$ cat config.mk
export PLATFORM = sky130hd
export DESIGN_NAME = antialiased_line_stepper_flat
export DESIGN_NICKNAME = d
export VERILOG_FILES = /design/src/aals_pkg.sv /design/src/aals_req_if.sv /design/src/aals_col_if.sv /design/src/aals_div.sv /design/src/aals_emit.sv /design/src/antialiased_line_stepper.sv /design/src/flat_wrapper.sv
export SDC_FILE = /design/constraint.sdc
export NUM_CORES = 1
export LEC_CHECK = 0
export BUFFER_PORTS_ARGS = -buffer_cell sky130_fd_sc_hd__buf_4
export CORE_MARGIN = 5
export CORE_UTILIZATION = 48
export DETAILED_ROUTE_END_ITERATION = 7
export PLACE_DENSITY = 0.65
export SETUP_SLACK_MARGIN = 0.1
export SYNTH_ARGS = -nofsm -noshare
export SYNTH_HDL_FRONTEND = slang
export SYNTH_HIERARCHICAL = 1
export SYNTH_SLANG_ARGS = --single-unit
$ cat constraint.sdc
create_clock -name i_clk -period 9.5 [get_ports i_clk]
set_input_delay 0.475 -clock i_clk [delete_from_list [all_inputs] [get_ports i_clk]]
set_output_delay 0.475 -clock i_clk [all_outputs]
set_load 0.01 [all_outputs]
$ cat src/aals_pkg.sv
package aals_pkg;

    // Default geometry of the rasterizer.
    localparam int AALS_COORD_BITS = 12;
    localparam int AALS_FRAC_BITS  = 16;
    localparam int AALS_LEVEL_BITS = 8;

    // Request command codes.
    localparam logic CMD_START = 1'b0;
    localparam logic CMD_STEP  = 1'b1;

endpackage

$ cat src/aals_req_if.sv
interface aals_req_if #(
    parameter int COORD_BITS = aals_pkg::AALS_COORD_BITS
);
    logic                  valid;
    logic                  ready;
    logic                  cmd;
    logic [COORD_BITS-1:0] start_x;
    logic [COORD_BITS-1:0] start_y;
    logic [COORD_BITS-1:0] stop_x;
    logic [COORD_BITS-1:0] stop_y;

    modport source (
        output valid, cmd, start_x, start_y, stop_x, stop_y,
        input  ready
    );
    modport sink (
        input  valid, cmd, start_x, start_y, stop_x, stop_y,
        output ready
    );
endinterface

$ cat src/aals_col_if.sv
interface aals_col_if #(
    parameter int COORD_BITS = aals_pkg::AALS_COORD_BITS,
    parameter int LEVEL_BITS = aals_pkg::AALS_LEVEL_BITS
);
    logic                  valid;
    logic                  ready;
    logic                  out_valid;
    logic [COORD_BITS-1:0] near_x;
    logic [COORD_BITS-1:0] near_y;
    logic [LEVEL_BITS-1:0] near_level;
    logic [COORD_BITS:0]   far_x;
    logic [COORD_BITS:0]   far_y;
    logic [LEVEL_BITS-1:0] far_level;
    logic                  last;

    modport source (
        output valid, out_valid, near_x, near_y, near_level,
               far_x, far_y, far_level, last,
        input  ready
    );
    modport sink (
        input  valid, out_valid, near_x, near_y, near_level,
               far_x, far_y, far_level, last,
        output ready
    );
endinterface

$ cat src/aals_div.sv
module aals_div #(
    parameter int COORD_BITS = aals_pkg::AALS_COORD_BITS,
    parameter int FRAC_BITS  = aals_pkg::AALS_FRAC_BITS
) (
    input  logic                 i_clk,
    input  logic                 i_rst_n,
    input  logic                 i_start,
    input  logic [COORD_BITS-1:0] i_num,
    input  logic [COORD_BITS-1:0] i_den,
    output logic                 o_done,
    output logic [FRAC_BITS:0]   o_quot
);
    localparam int CNT_W = $clog2(FRAC_BITS + 1);

    logic                  r_busy, n_busy;
    logic                  r_done, n_done;
    logic                  r_first, n_first;
    logic [CNT_W-1:0]      r_cnt, n_cnt;
    logic [COORD_BITS:0]   r_rem, n_rem;
    logic [COORD_BITS-1:0] r_den, n_den;
    logic [FRAC_BITS:0]    r_quot, n_quot;

    logic [COORD_BITS:0]   trial;
    logic                  ge;

    // One restoring compare-subtract step per cycle. The numerator is the
    // dividend followed by FRAC_BITS zeros, so the first step takes the
    // integer bit without shifting and later steps shift in zeros.
    always_comb begin
        trial = r_first ? r_rem : {r_rem[COORD_BITS-1:0], 1'b0};
        ge    = (r_den != '0) && (trial >= {1'b0, r_den});

        n_busy  = r_busy;
        n_done  = 1'b0;
        n_first = r_first;
        n_cnt   = r_cnt;
        n_rem   = r_rem;
        n_den   = r_den;
        n_quot  = r_quot;

        if (i_start) begin
            n_busy  = 1'b1;
            n_first = 1'b1;
            n_cnt   = CNT_W'(FRAC_BITS);
            n_rem   = {1'b0, i_num};
            n_den   = i_den;
            n_quot  = '0;
        end else if (r_busy) begin
            n_first = 1'b0;
            n_rem   = ge ? (trial - {1'b0, r_den}) : trial;
            n_quot  = {r_quot[FRAC_BITS-1:0], ge};
            if (r_cnt == '0) begin
                n_busy = 1'b0;
                n_done = 1'b1;
            end else begin
                n_cnt = r_cnt - 1'b1;
            end
        end
    end

    always_ff @(posedge i_clk) begin
        r_first <= n_first;
        r_cnt   <= n_cnt;
        r_rem   <= n_rem;
        r_den   <= n_den;
        r_quot  <= n_quot;
        if (!i_rst_n) begin
            r_busy <= 1'b0;
            r_done <= 1'b0;
        end else begin
            r_busy <= n_busy;
            r_done <= n_done;
        end
    end

    assign o_done = r_done;
    assign o_quot = r_quot;
endmodule

$ cat src/aals_emit.sv
module aals_emit #(
    parameter int COORD_BITS = aals_pkg::AALS_COORD_BITS
) (
    input  logic                  i_steep,
    input  logic [COORD_BITS-1:0] i_major,
    input  logic [COORD_BITS-1:0] i_minor,
    output logic [COORD_BITS-1:0] o_near_x,
    output logic [COORD_BITS-1:0] o_near_y,
    output logic [COORD_BITS:0]   o_far_x,
    output logic [COORD_BITS:0]   o_far_y
);
    logic [COORD_BITS:0] minor_up;
    logic [COORD_BITS:0] major_w;

    // The second pixel of a column sits one step further along the minor
    // axis; a steep line maps the minor axis to screen x.
    always_comb begin
        minor_up = {1'b0, i_minor} + 1'b1;
        major_w  = {1'b0, i_major};
        o_near_x = i_steep ? i_minor  : i_major;
        o_near_y = i_steep ? i_major  : i_minor;
        o_far_x  = i_steep ? minor_up : major_w;
        o_far_y  = i_steep ? major_w  : minor_up;
    end
endmodule

$ cat src/antialiased_line_stepper.sv
// Channel  Port   Dir  Payload
// -------  -----  ---  ---------------------------------------------------
// request  i_req  in   cmd, start_x, start_y, stop_x, stop_y
// column   o_col  out  out_valid, near_x/y, near_level, far_x/y, far_level,
//                      last
//
// A step request is taken and its column lands in the output register at
// the accept edge, so steps run at one per cycle while o_col drains it. A
// start request keeps the block busy through S_PREP, S_DIVST, S_DIV and
// S_RUN; the bit-serial gradient divider makes one quotient bit per cycle.
// Reset is synchronous and active low; it drops any active line.
// The request side is ready only when idle and when the output register is
// empty or being drained in the same cycle.
module antialiased_line_stepper #(
    parameter int COORD_BITS = aals_pkg::AALS_COORD_BITS,
    parameter int FRAC_BITS  = aals_pkg::AALS_FRAC_BITS,
    parameter int LEVEL_BITS = aals_pkg::AALS_LEVEL_BITS
) (
    input  logic          i_clk,
    input  logic          i_rst_n,
    aals_req_if.sink      i_req,
    aals_col_if.source    o_col
);
    import aals_pkg::*;

    localparam int SLP_W = FRAC_BITS + 2;              // signed Q1.FRAC slope
    localparam int RUN_W = COORD_BITS + FRAC_BITS + 1; // running minor coord
    localparam logic [LEVEL_BITS-1:0] LVL_MAX  = '1;
    localparam logic [LEVEL_BITS-1:0] LVL_HALF = {1'b1, {(LEVEL_BITS-1){1'b0}}};

    typedef enum logic [2:0] {
        S_IDLE,
        S_PREP,
        S_DIVST,
        S_DIV,
        S_RUN
    } t_state;

    t_state r_state, n_state;

    // Raw endpoints of a start request.
    logic [COORD_BITS-1:0] r_sx, n_sx, r_sy, n_sy, r_ex, n_ex, r_ey, n_ey;

    // Line state after the axis swap and endpoint ordering.
    logic                  r_steep, n_steep;
    logic [COORD_BITS-1:0] r_x0, n_x0, r_y0, n_y0;
    logic [COORD_BITS-1:0] r_end_major, n_end_major, r_end_minor, n_end_minor;
    logic [COORD_BITS:0]   r_column, n_column;
    logic [RUN_W-1:0]      r_run, n_run;
    logic [SLP_W-1:0]      r_slope, n_slope;
    logic                  r_neg, n_neg;
    logic                  r_active, n_active;
    logic                  r_interior, n_interior;

    // Output register.
    logic                  r_ovld, n_ovld;
    logic                  r_o_out_valid, n_o_out_valid;
    logic [COORD_BITS-1:0] r_o_near_x, n_o_near_x, r_o_near_y, n_o_near_y;
    logic [LEVEL_BITS-1:0] r_o_near_lvl, n_o_near_lvl;
    logic [COORD_BITS:0]   r_o_far_x, n_o_far_x, r_o_far_y, n_o_far_y;
    logic [LEVEL_BITS-1:0] r_o_far_lvl, n_o_far_lvl;
    logic                  r_o_last, n_o_last;

    // Start setup, computed from the raw endpoint registers.
    logic [COORD_BITS-1:0] adx, ady, a0, b0, a1, b1;
    logic [COORD_BITS-1:0] c_x0, c_y0, c_x1, c_y1;
    logic                  c_steep, c_swap;

    // Column forming.
    logic                  req_ready, acc, take, ld, col_zero;
    logic                  sel_steep, sel_last;
    logic [COORD_BITS-1:0] sel_major, sel_minor;
    logic [LEVEL_BITS-1:0] sel_near_lvl, sel_far_lvl, lvl_f;
    logic [FRAC_BITS+LEVEL_BITS-1:0] frac_wide;
    logic [COORD_BITS:0]   column_up;
    logic                  fin_second, fin_inner;
    logic [RUN_W-1:0]      slope_ext, run_base;
    logic [SLP_W-1:0]      quot_ext;

    logic [COORD_BITS-1:0] em_near_x, em_near_y;
    logic [COORD_BITS:0]   em_far_x, em_far_y;

    // Divider interface.
    logic                  div_start, div_done;
    logic [COORD_BITS-1:0] div_num, div_den;
    logic [FRAC_BITS:0]    div_quot;

    aals_div #(
        .COORD_BITS (COORD_BITS),
        .FRAC_BITS  (FRAC_BITS)
    ) u_div (
        .i_clk   (i_clk),
        .i_rst_n (i_rst_n),
        .i_start (div_start),
        .i_num   (div_num),
        .i_den   (div_den),
        .o_done  (div_done),
        .o_quot  (div_quot)
    );

    aals_emit #(
        .COORD_BITS (COORD_BITS)
    ) u_emit (
        .i_steep  (sel_steep),
        .i_major  (sel_major),
        .i_minor  (sel_minor),
        .o_near_x (em_near_x),
        .o_near_y (em_near_y),
        .o_far_x  (em_far_x),
        .o_far_y  (em_far_y)
    );

    // A new request is taken only when idle and the output register is free
    // by the next edge, since a step loads it at the accept edge.
    assign take      = r_ovld && o_col.ready;
    assign req_ready = (r_state == S_IDLE) && (!r_ovld || o_col.ready);
    assign acc       = i_req.valid && req_ready;

    // Setup: the line is steep when it moves further in y than in x. After
    // the possible swap the endpoints are ordered so the major axis rises.
    always_comb begin
        adx     = (r_ex >= r_sx) ? (r_ex - r_sx) : (r_sx - r_ex);
        ady     = (r_ey >= r_sy) ? (r_ey - r_sy) : (r_sy - r_ey);
        c_steep = ady > adx;
        a0      = c_steep ? r_sy : r_sx;
        b0      = c_steep ? r_sx : r_sy;
        a1      = c_steep ? r_ey : r_ex;
        b1      = c_steep ? r_ex : r_ey;
        c_swap  = a0 > a1;
        c_x0    = c_swap ? a1 : a0;
        c_y0    = c_swap ? b1 : b0;
        c_x1    = c_swap ? a0 : a1;
        c_y1    = c_swap ? b0 : b1;
    end

    // The divider works on the ordered endpoints; the slope sign is kept
    // apart and applied when the quotient comes back.
    assign div_num = (r_end_minor >= r_y0) ? (r_end_minor - r_y0) : (r_y0 - r_end_minor);
    assign div_den = r_end_major - r_x0;

    always_comb begin
        // Interior levels come from the top LEVEL_BITS of the fraction.
        frac_wide  = {r_run[FRAC_BITS-1:0], {LEVEL_BITS{1'b0}}} >> FRAC_BITS;
        lvl_f      = frac_wide[LEVEL_BITS-1:0];
        column_up  = r_column + 1'b1;
        fin_second = r_column >= {1'b0, r_end_major};
        fin_inner  = column_up >= {1'b0, r_end_major};
        slope_ext  = {{(RUN_W-SLP_W){r_slope[SLP_W-1]}}, r_slope};
        run_base   = {1'b0, r_y0, {FRAC_BITS{1'b0}}};
        quot_ext   = {1'b0, div_quot};

        n_state     = r_state;
        n_sx        = r_sx;
        n_sy        = r_sy;
        n_ex        = r_ex;
        n_ey        = r_ey;
        n_steep     = r_steep;
        n_x0        = r_x0;
        n_y0        = r_y0;
        n_end_major = r_end_major;
        n_end_minor = r_end_minor;
        n_column    = r_column;
        n_run       = r_run;
        n_slope     = r_slope;
        n_neg       = r_neg;
        n_active    = r_active;
        n_interior  = r_interior;
        div_start   = 1'b0;

        // By default the emitter sees the next interior column.
        ld           = 1'b0;
        col_zero     = 1'b0;
        sel_steep    = r_steep;
        sel_major    = r_column[COORD_BITS-1:0];
        sel_minor    = r_run[FRAC_BITS +: COORD_BITS];
        sel_near_lvl = LVL_MAX - lvl_f;
        sel_far_lvl  = lvl_f;
        sel_last     = fin_inner;

        unique case (r_state)
            S_IDLE: begin
                if (acc) begin
                    unique case (i_req.cmd)
                        CMD_START: begin
                            n_sx    = i_req.start_x;
                            n_sy    = i_req.start_y;
                            n_ex    = i_req.stop_x;
                            n_ey    = i_req.stop_y;
                            n_state = S_PREP;
                        end
                        CMD_STEP: begin
                            ld = 1'b1;
                            if (!r_active) begin
                                // Step with no line: an empty column.
                                col_zero = 1'b1;
                            end else if (!r_interior) begin
                                // Second endpoint column.
                                sel_major    = r_end_major;
                                sel_minor    = r_end_minor;
                                sel_near_lvl = LVL_HALF;
                                sel_far_lvl  = '0;
                                sel_last     = fin_second;
                                if (fin_second) begin
                                    n_active = 1'b0;
                                end else begin
                                    n_interior = 1'b1;
                                end
                            end else begin
                                n_column = {1'b0, column_up[COORD_BITS-1:0]};
                                n_run    = r_run + slope_ext;
                                if (fin_inner) begin
                                    n_active   = 1'b0;
                                    n_interior = 1'b0;
                                end
                            end
                        end
                    endcase
                end
            end
            S_PREP: begin
                // The first endpoint column goes out now; the output
                // register is known to be empty here.
                ld           = 1'b1;
                sel_steep    = c_steep;
                sel_major    = c_x0;
                sel_minor    = c_y0;
                sel_near_lvl = LVL_HALF;
                sel_far_lvl  = '0;
                sel_last     = 1'b0;
                n_steep      = c_steep;
                n_x0         = c_x0;
                n_y0         = c_y0;
                n_end_major  = c_x1;
                n_end_minor  = c_y1;
                n_column     = {1'b0, c_x0} + 1'b1;
                n_active     = 1'b1;
                n_interior   = 1'b0;
                n_state      = S_DIVST;
            end
            S_DIVST: begin
                div_start = 1'b1;
                n_neg     = r_end_minor < r_y0;
                n_state   = S_DIV;
            end
            S_DIV: begin
                if (div_done) begin
                    n_slope = r_neg ? (~quot_ext + 1'b1) : quot_ext;
                    n_state = S_RUN;
                end
            end
            S_RUN: begin
                // Minor coordinate of the first interior column.
                n_run   = run_base + slope_ext;
                n_state = S_IDLE;
            end
            default: begin
                n_state = S_IDLE;
            end
        endcase

        n_ovld = ld ? 1'b1 : (take ? 1'b0 : r_ovld);
        if (ld) begin
            n_o_out_valid = !col_zero;
            n_o_near_x    = col_zero ? '0 : em_near_x;
            n_o_near_y    = col_zero ? '0 : em_near_y;
            n_o_near_lvl  = col_zero ? '0 : sel_near_lvl;
            n_o_far_x     = col_zero ? '0 : em_far_x;
            n_o_far_y     = col_zero ? '0 : em_far_y;
            n_o_far_lvl   = col_zero ? '0 : sel_far_lvl;
            n_o_last      = col_zero ? 1'b0 : sel_last;
        end else begin
            n_o_out_valid = r_o_out_valid;
            n_o_near_x    = r_o_near_x;
            n_o_near_y    = r_o_near_y;
            n_o_near_lvl  = r_o_near_lvl;
            n_o_far_x     = r_o_far_x;
            n_o_far_y     = r_o_far_y;
            n_o_far_lvl   = r_o_far_lvl;
            n_o_last      = r_o_last;
        end
    end

    always_ff @(posedge i_clk) begin
        r_sx          <= n_sx;
        r_sy          <= n_sy;
        r_ex          <= n_ex;
        r_ey          <= n_ey;
        r_steep       <= n_steep;
        r_x0          <= n_x0;
        r_y0          <= n_y0;
        r_end_major   <= n_end_major;
        r_end_minor   <= n_end_minor;
        r_column      <= n_column;
        r_run         <= n_run;
        r_slope       <= n_slope;
        r_neg         <= n_neg;
        r_o_out_valid <= n_o_out_valid;
        r_o_near_x    <= n_o_near_x;
        r_o_near_y    <= n_o_near_y;
        r_o_near_lvl  <= n_o_near_lvl;
        r_o_far_x     <= n_o_far_x;
        r_o_far_y     <= n_o_far_y;
        r_o_far_lvl   <= n_o_far_lvl;
        r_o_last      <= n_o_last;
        if (!i_rst_n) begin
            r_state    <= S_IDLE;
            r_active   <= 1'b0;
            r_interior <= 1'b0;
            r_ovld     <= 1'b0;
        end else begin
            r_state    <= n_state;
            r_active   <= n_active;
            r_interior <= n_interior;
            r_ovld     <= n_ovld;
        end
    end

    assign i_req.ready      = req_ready;
    assign o_col.valid      = r_ovld;
    assign o_col.out_valid  = r_o_out_valid;
    assign o_col.near_x     = r_o_near_x;
    assign o_col.near_y     = r_o_near_y;
    assign o_col.near_level = r_o_near_lvl;
    assign o_col.far_x      = r_o_far_x;
    assign o_col.far_y      = r_o_far_y;
    assign o_col.far_level  = r_o_far_lvl;
    assign o_col.last       = r_o_last;
endmodule
$ cat src/flat_wrapper.sv
// flat-port wrapper written by rule: the top's interface ports become plain ports
module antialiased_line_stepper_flat import aals_pkg::*;
#(
    parameter int COORD_BITS = aals_pkg::AALS_COORD_BITS,
    parameter int FRAC_BITS  = aals_pkg::AALS_FRAC_BITS,
    parameter int LEVEL_BITS = aals_pkg::AALS_LEVEL_BITS
)
  (i_clk, i_rst_n, i_req_valid, i_req_cmd, i_req_start_x, i_req_start_y, i_req_stop_x, i_req_stop_y, i_req_ready, o_col_valid, o_col_out_valid, o_col_near_x, o_col_near_y, o_col_near_level, o_col_far_x, o_col_far_y, o_col_far_level, o_col_last, o_col_ready);
  aals_req_if #(.COORD_BITS(COORD_BITS)) i_req_i ();
  aals_col_if #(.COORD_BITS(COORD_BITS), .LEVEL_BITS(LEVEL_BITS)) o_col_i ();
  input  logic i_clk;
  input  logic i_rst_n;
  input wire logic [$bits(i_req_i.valid)-1:0] i_req_valid;
  input wire logic [$bits(i_req_i.cmd)-1:0] i_req_cmd;
  input wire logic [$bits(i_req_i.start_x)-1:0] i_req_start_x;
  input wire logic [$bits(i_req_i.start_y)-1:0] i_req_start_y;
  input wire logic [$bits(i_req_i.stop_x)-1:0] i_req_stop_x;
  input wire logic [$bits(i_req_i.stop_y)-1:0] i_req_stop_y;
  output wire logic [$bits(i_req_i.ready)-1:0] i_req_ready;
  output wire logic [$bits(o_col_i.valid)-1:0] o_col_valid;
  output wire logic [$bits(o_col_i.out_valid)-1:0] o_col_out_valid;
  output wire logic [$bits(o_col_i.near_x)-1:0] o_col_near_x;
  output wire logic [$bits(o_col_i.near_y)-1:0] o_col_near_y;
  output wire logic [$bits(o_col_i.near_level)-1:0] o_col_near_level;
  output wire logic [$bits(o_col_i.far_x)-1:0] o_col_far_x;
  output wire logic [$bits(o_col_i.far_y)-1:0] o_col_far_y;
  output wire logic [$bits(o_col_i.far_level)-1:0] o_col_far_level;
  output wire logic [$bits(o_col_i.last)-1:0] o_col_last;
  input wire logic [$bits(o_col_i.ready)-1:0] o_col_ready;
  assign i_req_i.valid = i_req_valid;
  assign i_req_i.cmd = i_req_cmd;
  assign i_req_i.start_x = i_req_start_x;
  assign i_req_i.start_y = i_req_start_y;
  assign i_req_i.stop_x = i_req_stop_x;
  assign i_req_i.stop_y = i_req_stop_y;
  assign i_req_ready = i_req_i.ready;
  assign o_col_valid = o_col_i.valid;
  assign o_col_out_valid = o_col_i.out_valid;
  assign o_col_near_x = o_col_i.near_x;
  assign o_col_near_y = o_col_i.near_y;
  assign o_col_near_level = o_col_i.near_level;
  assign o_col_far_x = o_col_i.far_x;
  assign o_col_far_y = o_col_i.far_y;
  assign o_col_far_level = o_col_i.far_level;
  assign o_col_last = o_col_i.last;
  assign o_col_i.ready = o_col_ready;
  antialiased_line_stepper #(.COORD_BITS(COORD_BITS), .FRAC_BITS(FRAC_BITS), .LEVEL_BITS(LEVEL_BITS)) u_core (.i_clk(i_clk), .i_rst_n(i_rst_n), .i_req(i_req_i), .o_col(o_col_i));
endmodule
# Word-level counts from Yosys, hierarchy flattened
# Index checks and enable logic that the tools add are counted.
# op_classes
n_addsub	16
magnitude_cmp	9
eq_ne	10
mux	85
n_bitwise	6
n_reduce_logical	25
# ops
cell	n
12-bit 2-to-1 mux	25
29-bit 2-to-1 mux	4
12-bit subtractor	7
13-bit 2-to-1 mux	6
8-bit 2-to-1 mux	8
29-bit case mux with 2 select lines	1
12-bit case mux with 2 select lines	2
13-bit by 12-bit >= comparator with 1-bit output	3
12-bit >= comparator	3
8-bit case mux with 2 select lines	2
28-bit by 29-bit adder with 29-bit output	1
29-bit adder	1
1-bit 2-to-1 mux	27
12-bit by 1-bit adder with 13-bit output, second input constant	2
13-bit case mux with 2 select lines	1
12-bit > comparator	2
18-bit by 1-bit adder with 18-bit output, second input constant	1
17-bit inverter with 18-bit output	1
17-bit 2-to-1 mux	1
13-bit by 1-bit adder with 13-bit output, second input constant	1
13-bit by 12-bit subtractor with 13-bit output	1
12-bit less-than comparator	1
3-bit case mux with 4 select lines	1
12-bit nonzero test	1
22 further kinds	48
# totals
ff_bits	282
inputBits	53
output_inout_bits	70
word_cells	187

# Logic depth before layout (Yosys ltp)
# depth
ltp_word	9
ltp_mapped	45
depth_no_buf	39

# Modules after synthesis
# The synthesis kept the hierarchy.
# by_module_without_submodules
module	n_inst	cells_each	area_per_inst_um2	seq_area_each_um2
antialiased_line_stepper	1	1763	17216.5	6866.6
aals_div	1	275	2806.4	1241.2
aals_emit	1	100	780.7	0.0

# Worst setup path after synthesis
# Ideal clock, no wire load.
# synth_path
path_kind	register to register
from	register u_core.r_sx[0]
to	register u_core.r_o_far_y[8], in the netlist u_core/o_col.far_y[8], data pin
setup_ps	255
arrival_time_ps	8164
required_ps	9245
slack_ps	1081
stages_incl_launch_ff	43
n_path_buf	5
period_less_slack_ps	8419
cell_sequence	edfxtp_1 -> ha_1 -> inv_1 -> fa_1 -> a21o_1 -> a21o_1 -> a21oi_1 -> o21ai_0 -> a21oi_1 -> o21ai_1 -> clkbuf_1 -> mux2i_1 -> a21oi_1 -> o21ai_0 -> xnor2_1 -> ha_1 -> a21oi_1 -> a21boi_1 -> (+7 left out) -> a21o_1 -> a21o_1 -> a21oi_1 -> o211ai_2 -> nor3_2 -> or2_1 -> buf_6 -> buf_12 -> buf_12 -> mux2i_1 -> mux2i_1 -> a21o_1 -> ha_1 -> and4_2 -> nand4_1 -> xnor2_1 -> mux2_2 -> and2_1
# synth_via
elab_chain_len	9
elab_cells_between_ends	17
cone_classes	add/sub: 3; order compare: 3; mux: 11
# synth_lines
item	line	source
start, declared	antialiased_line_stepper.sv:42	logic [COORD_BITS-1:0] r_sx, n_sx, r_sy, n_sy, r_ex, n_ex, r_ey, n_ey;
start signal, assigned	antialiased_line_stepper.sv:284	r_sx <= n_sx;
12-bit subtractor / 12-bit >= comparator (equally long branches)	antialiased_line_stepper.sv:122	adx = (r_ex >= r_sx) ? (r_ex - r_sx) : (r_sx - r_ex);
12-bit 2-to-1 mux	antialiased_line_stepper.sv:122	
12-bit > comparator	antialiased_line_stepper.sv:124	c_steep = ady > adx;
12-bit 2-to-1 mux (on tied branches)	antialiased_line_stepper.sv:125, antialiased_line_stepper.sv:127	
12-bit > comparator	antialiased_line_stepper.sv:129	c_swap = a0 > a1;
12-bit 2-to-1 mux (*)	antialiased_line_stepper.sv:131	c_y0 = c_swap ? b1 : b0;
named net u_core.c_y0[0]	antialiased_line_stepper.sv:66	logic [COORD_BITS-1:0] c_x0, c_y0, c_x1, c_y1;
12-bit case mux with 2 select lines (*)	antialiased_line_stepper.sv:180	unique case (r_state)
named net u_core.sel_minor[0]	antialiased_line_stepper.sv:72	logic [COORD_BITS-1:0] sel_major, sel_minor;
12-bit by 1-bit adder with 13-bit output (*)	aals_emit.sv:18	minor_up = {1'b0, i_minor} + 1'b1;
12-bit 2-to-1 mux (*)	aals_emit.sv:23	o_far_y = i_steep ? major_w : minor_up;
named net u_core.em_far_y[8]	antialiased_line_stepper.sv:81	logic [COORD_BITS:0] em_far_x, em_far_y;
end signal, assigned	antialiased_line_stepper.sv:302	r_o_far_y <= n_o_far_y;
end, declared	antialiased_line_stepper.sv:60	logic [COORD_BITS:0] r_o_far_x, n_o_far_x, r_o_far_y, n_o_far_y;
# Mark *: on every way through the listed nets, which the timed path passes. The rest lies on a longest branch.
# A chain may end at the register's enable or synchronous reset.

# Worst setup path in the final report
# layout_path
from	register u_core.r_ey[0]
to	register u_core.r_o_far_x[8], in the netlist u_core/o_col.far_x[8], data pin
# layout_via
elab_chain_len	9
elab_cells_between_ends	17
cone_classes	add/sub: 3; order compare: 3; mux: 11
# layout_lines
item	line	source
start, declared	antialiased_line_stepper.sv:42	
start signal, assigned	antialiased_line_stepper.sv:287	r_ey <= n_ey;
12-bit subtractor / 12-bit >= comparator (equally long branches)	antialiased_line_stepper.sv:123	ady = (r_ey >= r_sy) ? (r_ey - r_sy) : (r_sy - r_ey);
12-bit 2-to-1 mux	antialiased_line_stepper.sv:123	
12-bit > comparator	antialiased_line_stepper.sv:124	
12-bit 2-to-1 mux (on tied branches)	antialiased_line_stepper.sv:125, antialiased_line_stepper.sv:127	
12-bit > comparator	antialiased_line_stepper.sv:129	
12-bit 2-to-1 mux (*)	antialiased_line_stepper.sv:131	
named net u_core.c_y0[3]	antialiased_line_stepper.sv:66	
12-bit case mux with 2 select lines (*)	antialiased_line_stepper.sv:180	
named net u_core.sel_minor[3]	antialiased_line_stepper.sv:72	
12-bit by 1-bit adder with 13-bit output (*)	aals_emit.sv:18	
12-bit 2-to-1 mux (*)	aals_emit.sv:22	o_far_x = i_steep ? minor_up : major_w;
named net u_core.em_far_x[8]	antialiased_line_stepper.sv:81	
end signal, assigned	antialiased_line_stepper.sv:301	r_o_far_x <= n_o_far_x;
end, declared	antialiased_line_stepper.sv:60	
# Marks and branches as above.

==> impl_metrics.tcl <==
set metrics [dict create \
    routed_via_density 5.67 \
    drv_cap 0 \
    power_mw 6.35 \
    grt_max_degree 74 \
    end_kind "flip-flop" \
    drtAntennaViolNets 0 \
    synth.distinct_cells 87 \
    required_ps 9790 \
    grt_pass1_wl_um 87300 \
    cts.clk_slew.worst_paths_ps 60 \
    hold_buffers 0 \
    fillers 3829 \
    ys_warn_count 6 \
    cts_tree "done" \
    die-width_um 218 \
    powerDensity_mw_per_mm2 268 \
    setup-violations-final 0 \
    crit_path_max_incr_delay_ps 720 \
    synth_async_sr_flop_share 0 \
    hpwl_um 43200 \
    cts.sinks 281 \
    worst_pin_slew_ps 1140 \
    drive_above_1_share 0.146 \
    syn2layout_area_growth_pct 14.0 \
    period_share 0.938 \
    synthFlopType "edfxtp_1" \
    cp.arrival_ps 9200 \
    wire_per_inst_um 19.7 \
    layout.nets 2509 \
    synth_cells 2138 \
    num_vias 16300 \
    initial_core_util 0.484 \
    setup_tns_ps 0 \
    cp_max_fo 18 \
    cts_buffers 35 \
    fin_skew_ps 13.1 \
    finalWirelength_um 56700 \
    worst_path_max_delay_cell "o21ai_0" \
    portBuffers 122 \
    worstSkewPairLatency_ps 540 \
    worst_slew_margin_rel 0.238 \
    synth_edf_count 248 \
    floorplan.io_pins 123 \
    synth.net_count 2383 \
    rsz0062_at_grt "false" \
    placed_area_mm2 0.0223 \
    die_area_mm2 0.0476 \
    syn-cell-area_mm2 0.0208 \
    grtUsageTotal 0.231 \
    p_leak_nw 10.2 \
    drt_pass1_iterations 6 \
    gp_congestion 0.933 \
    start_kind "flip-flop" \
    min_path_type "in2reg" \
    core_mm2 0.0430 \
    die_h_um 218 \
    antenna_cells 0 \
    drc 0 \
    dr.first_iter.drc_count 1200 \
    ir_drop_uv 192 \
    htreeDepth 2 \
    fmax_mhz 112 \
    synth_seq_cells 281 \
    rows 76 \
    root_buffer "clkbuf_16" \
    period_needed_ps 8910 \
    crit_top_cell "o21ai_0" \
    hold_viol 0 \
    antenna_found_initial 2 \
    overflow 0 \
    final_area_mm2 0.0237 \
    status "complete, no violations" \
    ys_seq_area_frac 0.390 \
    grt_pass1_vias 16200 \
    critical_path_class "reg2reg" \
    synth_area_per_cell_um2 9.73 \
    slew_violations 0 \
    cts.path.max_buffers 3 \
]
-- cell usage after synthesis, drive strengths merged, types with 5 or more instances --
| library cell | count | area share |
|---|---|---|
| a21o | 76 | 0.027 |
| a21oi | 164 | 0.041 |
| nand4 | 20 | 0.0067 |
| nor3 | 33 | 0.0082 |
| nand2b | 15 | 0.0045 |
| and4 | 5 | 0.0022 |
| buf | 28 | 0.011 |
| and2 | 63 | 0.019 |
| and3 | 10 | 0.0030 |
| clkbuf | 51 | 0.0092 |
| fa | 10 | 0.0096 |
| o21ai | 96 | 0.023 |
| xnor2 | 80 | 0.034 |
| mux2i | 128 | 0.064 |
| a21boi | 15 | 0.0054 |
| o211ai | 7 | 0.0028 |
| or3b | 5 | 0.0021 |
| edfxtp | 248 | 0.36 |
| or3 | 12 | 0.0038 |
| xor2 | 41 | 0.017 |
| nand2 | 178 | 0.032 |
| nand3b | 5 | 0.0018 |
| nor2 | 171 | 0.031 |
| dfxtp | 33 | 0.032 |
| a211oi | 26 | 0.010 |
| a31oi | 24 | 0.0075 |
| mux2 | 59 | 0.032 |
| ha | 182 | 0.11 |
| or2 | 6 | 0.0018 |
| nand3 | 47 | 0.012 |
| a211o | 8 | 0.0034 |
| nor2b | 21 | 0.0063 |
| o31ai | 13 | 0.0058 |
| o21bai | 19 | 0.0069 |
| o21a | 12 | 0.0043 |
| a2bb2oi | 5 | 0.0021 |
| inv | 171 | 0.031 |
| nor4 | 10 | 0.0033 |
-- power breakdown --
group          total, mW  switching, mW  internal (mW)  leakage, nW
logic               3.14           1.79           1.35         7.07
clock network       1.41          0.538          0.876        0.600
registers           1.80          0.143           1.66         2.57
-- logic make-up after synthesis --
group                    count (synthesis)  synth area share
multiplexers                           187            0.0960
XOR/XNOR                               121            0.0509
flip-flops                             281             0.390
AO/OA/AOI/OAI                          492             0.151
buffers and inverters                  252            0.0509
AND/OR/NAND/NOR                        613             0.142
adder cells (fa/ha/maj)                192             0.119
-- critical path, delay by kind of cell, from the launching register on --
kind,cells,cell delay (ps)
mux,3,680
xor+xnor,2,360
flops,1,510
compound gates,16,3510
simple gates,7,1440
buf+inv,6,1000
fa+ha+maj,4,1140
-- path summary, 6_finish.rpt --
| kind | from | endpoint | slack, ps | cells past startpoint |
|---|---|---|---|---|
| max | u_core/r_ey[0] | u_core/o_col.far_x[8] | 590 | 38 |
| min | i_req_start_y[4] | u_core/r_sy[4] | 110 | 1 |
| min reg2reg | u_core/u_div/r_cnt[4] | u_core/u_div/r_cnt[4] | 440 | 2 |
| max reg2reg | u_core/r_ey[0] | u_core/o_col.far_x[8] | 590 | 38 |
-- metrics by stage --
step	hold slack (ps)	setup WS (ps)	utilization	std cells
after floorplan	414	1080	-	2138
after global placement	434	356	0.520	2800
after detailed placement	438	88.2	0.520	2800
after CTS	77.7	226	0.549	2864
after global routing	90.3	98.8	0.552	2876
final	106	593	0.552	2876
-- repair_timing --
| action | 4_1_cts | 5_1_grt |
|---|---|---|
| pin swaps | 0 | 3 |
| gates resized for setup | 1 | 10 |
| gates cloned | 0 | 1 |
| setup buffers | 0 | 11 |
| endpoints found under the hold margin | 0 | 0 |
| endpoints found under the setup margin | 2 | 40 |
-- cells in the final DEF, fill, tap and decap left out, types with 15 or more instances in the layout --
cell type  synthesis  routed
nand2_1          178     177
a211oi_1          23      23
edfxtp_1         248     248
a21o_1            76      73
nand4_1           19      19
xnor2_1           80      80
a21oi_1          162     161
mux2_2            58      58
xor2_1            41      41
nor2b_1           21      21
nand2b_1          15      15
ha_1             182     181
a31oi_1           23      23
o21ai_0           90      89
dfxtp_1           33      33
inv_1            171     171
nand3_1           46      46
nor3_1            32      30
nor2_1           171     170
and2_1            63      63
o21bai_1          19      19
clkbuf_16          0      39
mux2i_1          120     119
buf_4              3     165
-- state kept, by name (all words and copies together) (netlist names), 3 cells and up --
signal                   cells
u_core/o_col.near_x         12
u_core/r_end_major          12
u_core/o_col.near_level      8
u_core/o_col.far_y          13
u_core/u_div/r_cnt           5
u_core/r_ex                 12
u_core/r_run                28
u_core/r_sy                 12
u_core/u_div/r_den          12
u_core/u_div/r_rem          13
u_core/o_col.far_x          13
u_core/r_ey                 12
u_core/r_state               3
u_core/r_x0                 12
u_core/o_col.near_y         12
u_core/o_col.far_level       8
u_core/r_slope              18
u_core/r_sx                 12
u_core/r_column             13
u_core/r_y0                 12
u_core/u_div/o_quot         17
u_core/r_end_minor          12
-- metal layers --
layer	track usage	part of all wire	routed length, µm	up-vias
li1	-	-	-	7907
met1	0.295	0.43	24200	7829
met2	0.397	0.49	27600	445
met3	0.0298	0.048	2750	115
met4	0.0948	0.038	2170	0
met5	0	0	0	-
-- final cells by class --
class                           instances  area (µm²)  area share
Inverter                              173         651      0.0274
Multi-Input combinational cell       1606       11700       0.494
Clock buffer                           51        1080      0.0456
Tap cell                              585         732      0.0309
Sequential cell                       281        8110       0.342
Clock inverter                         13         160     0.00675
Timing Repair Buffer                  167        1270      0.0536
Note: power is estimated with default switching activity, not from simulation.
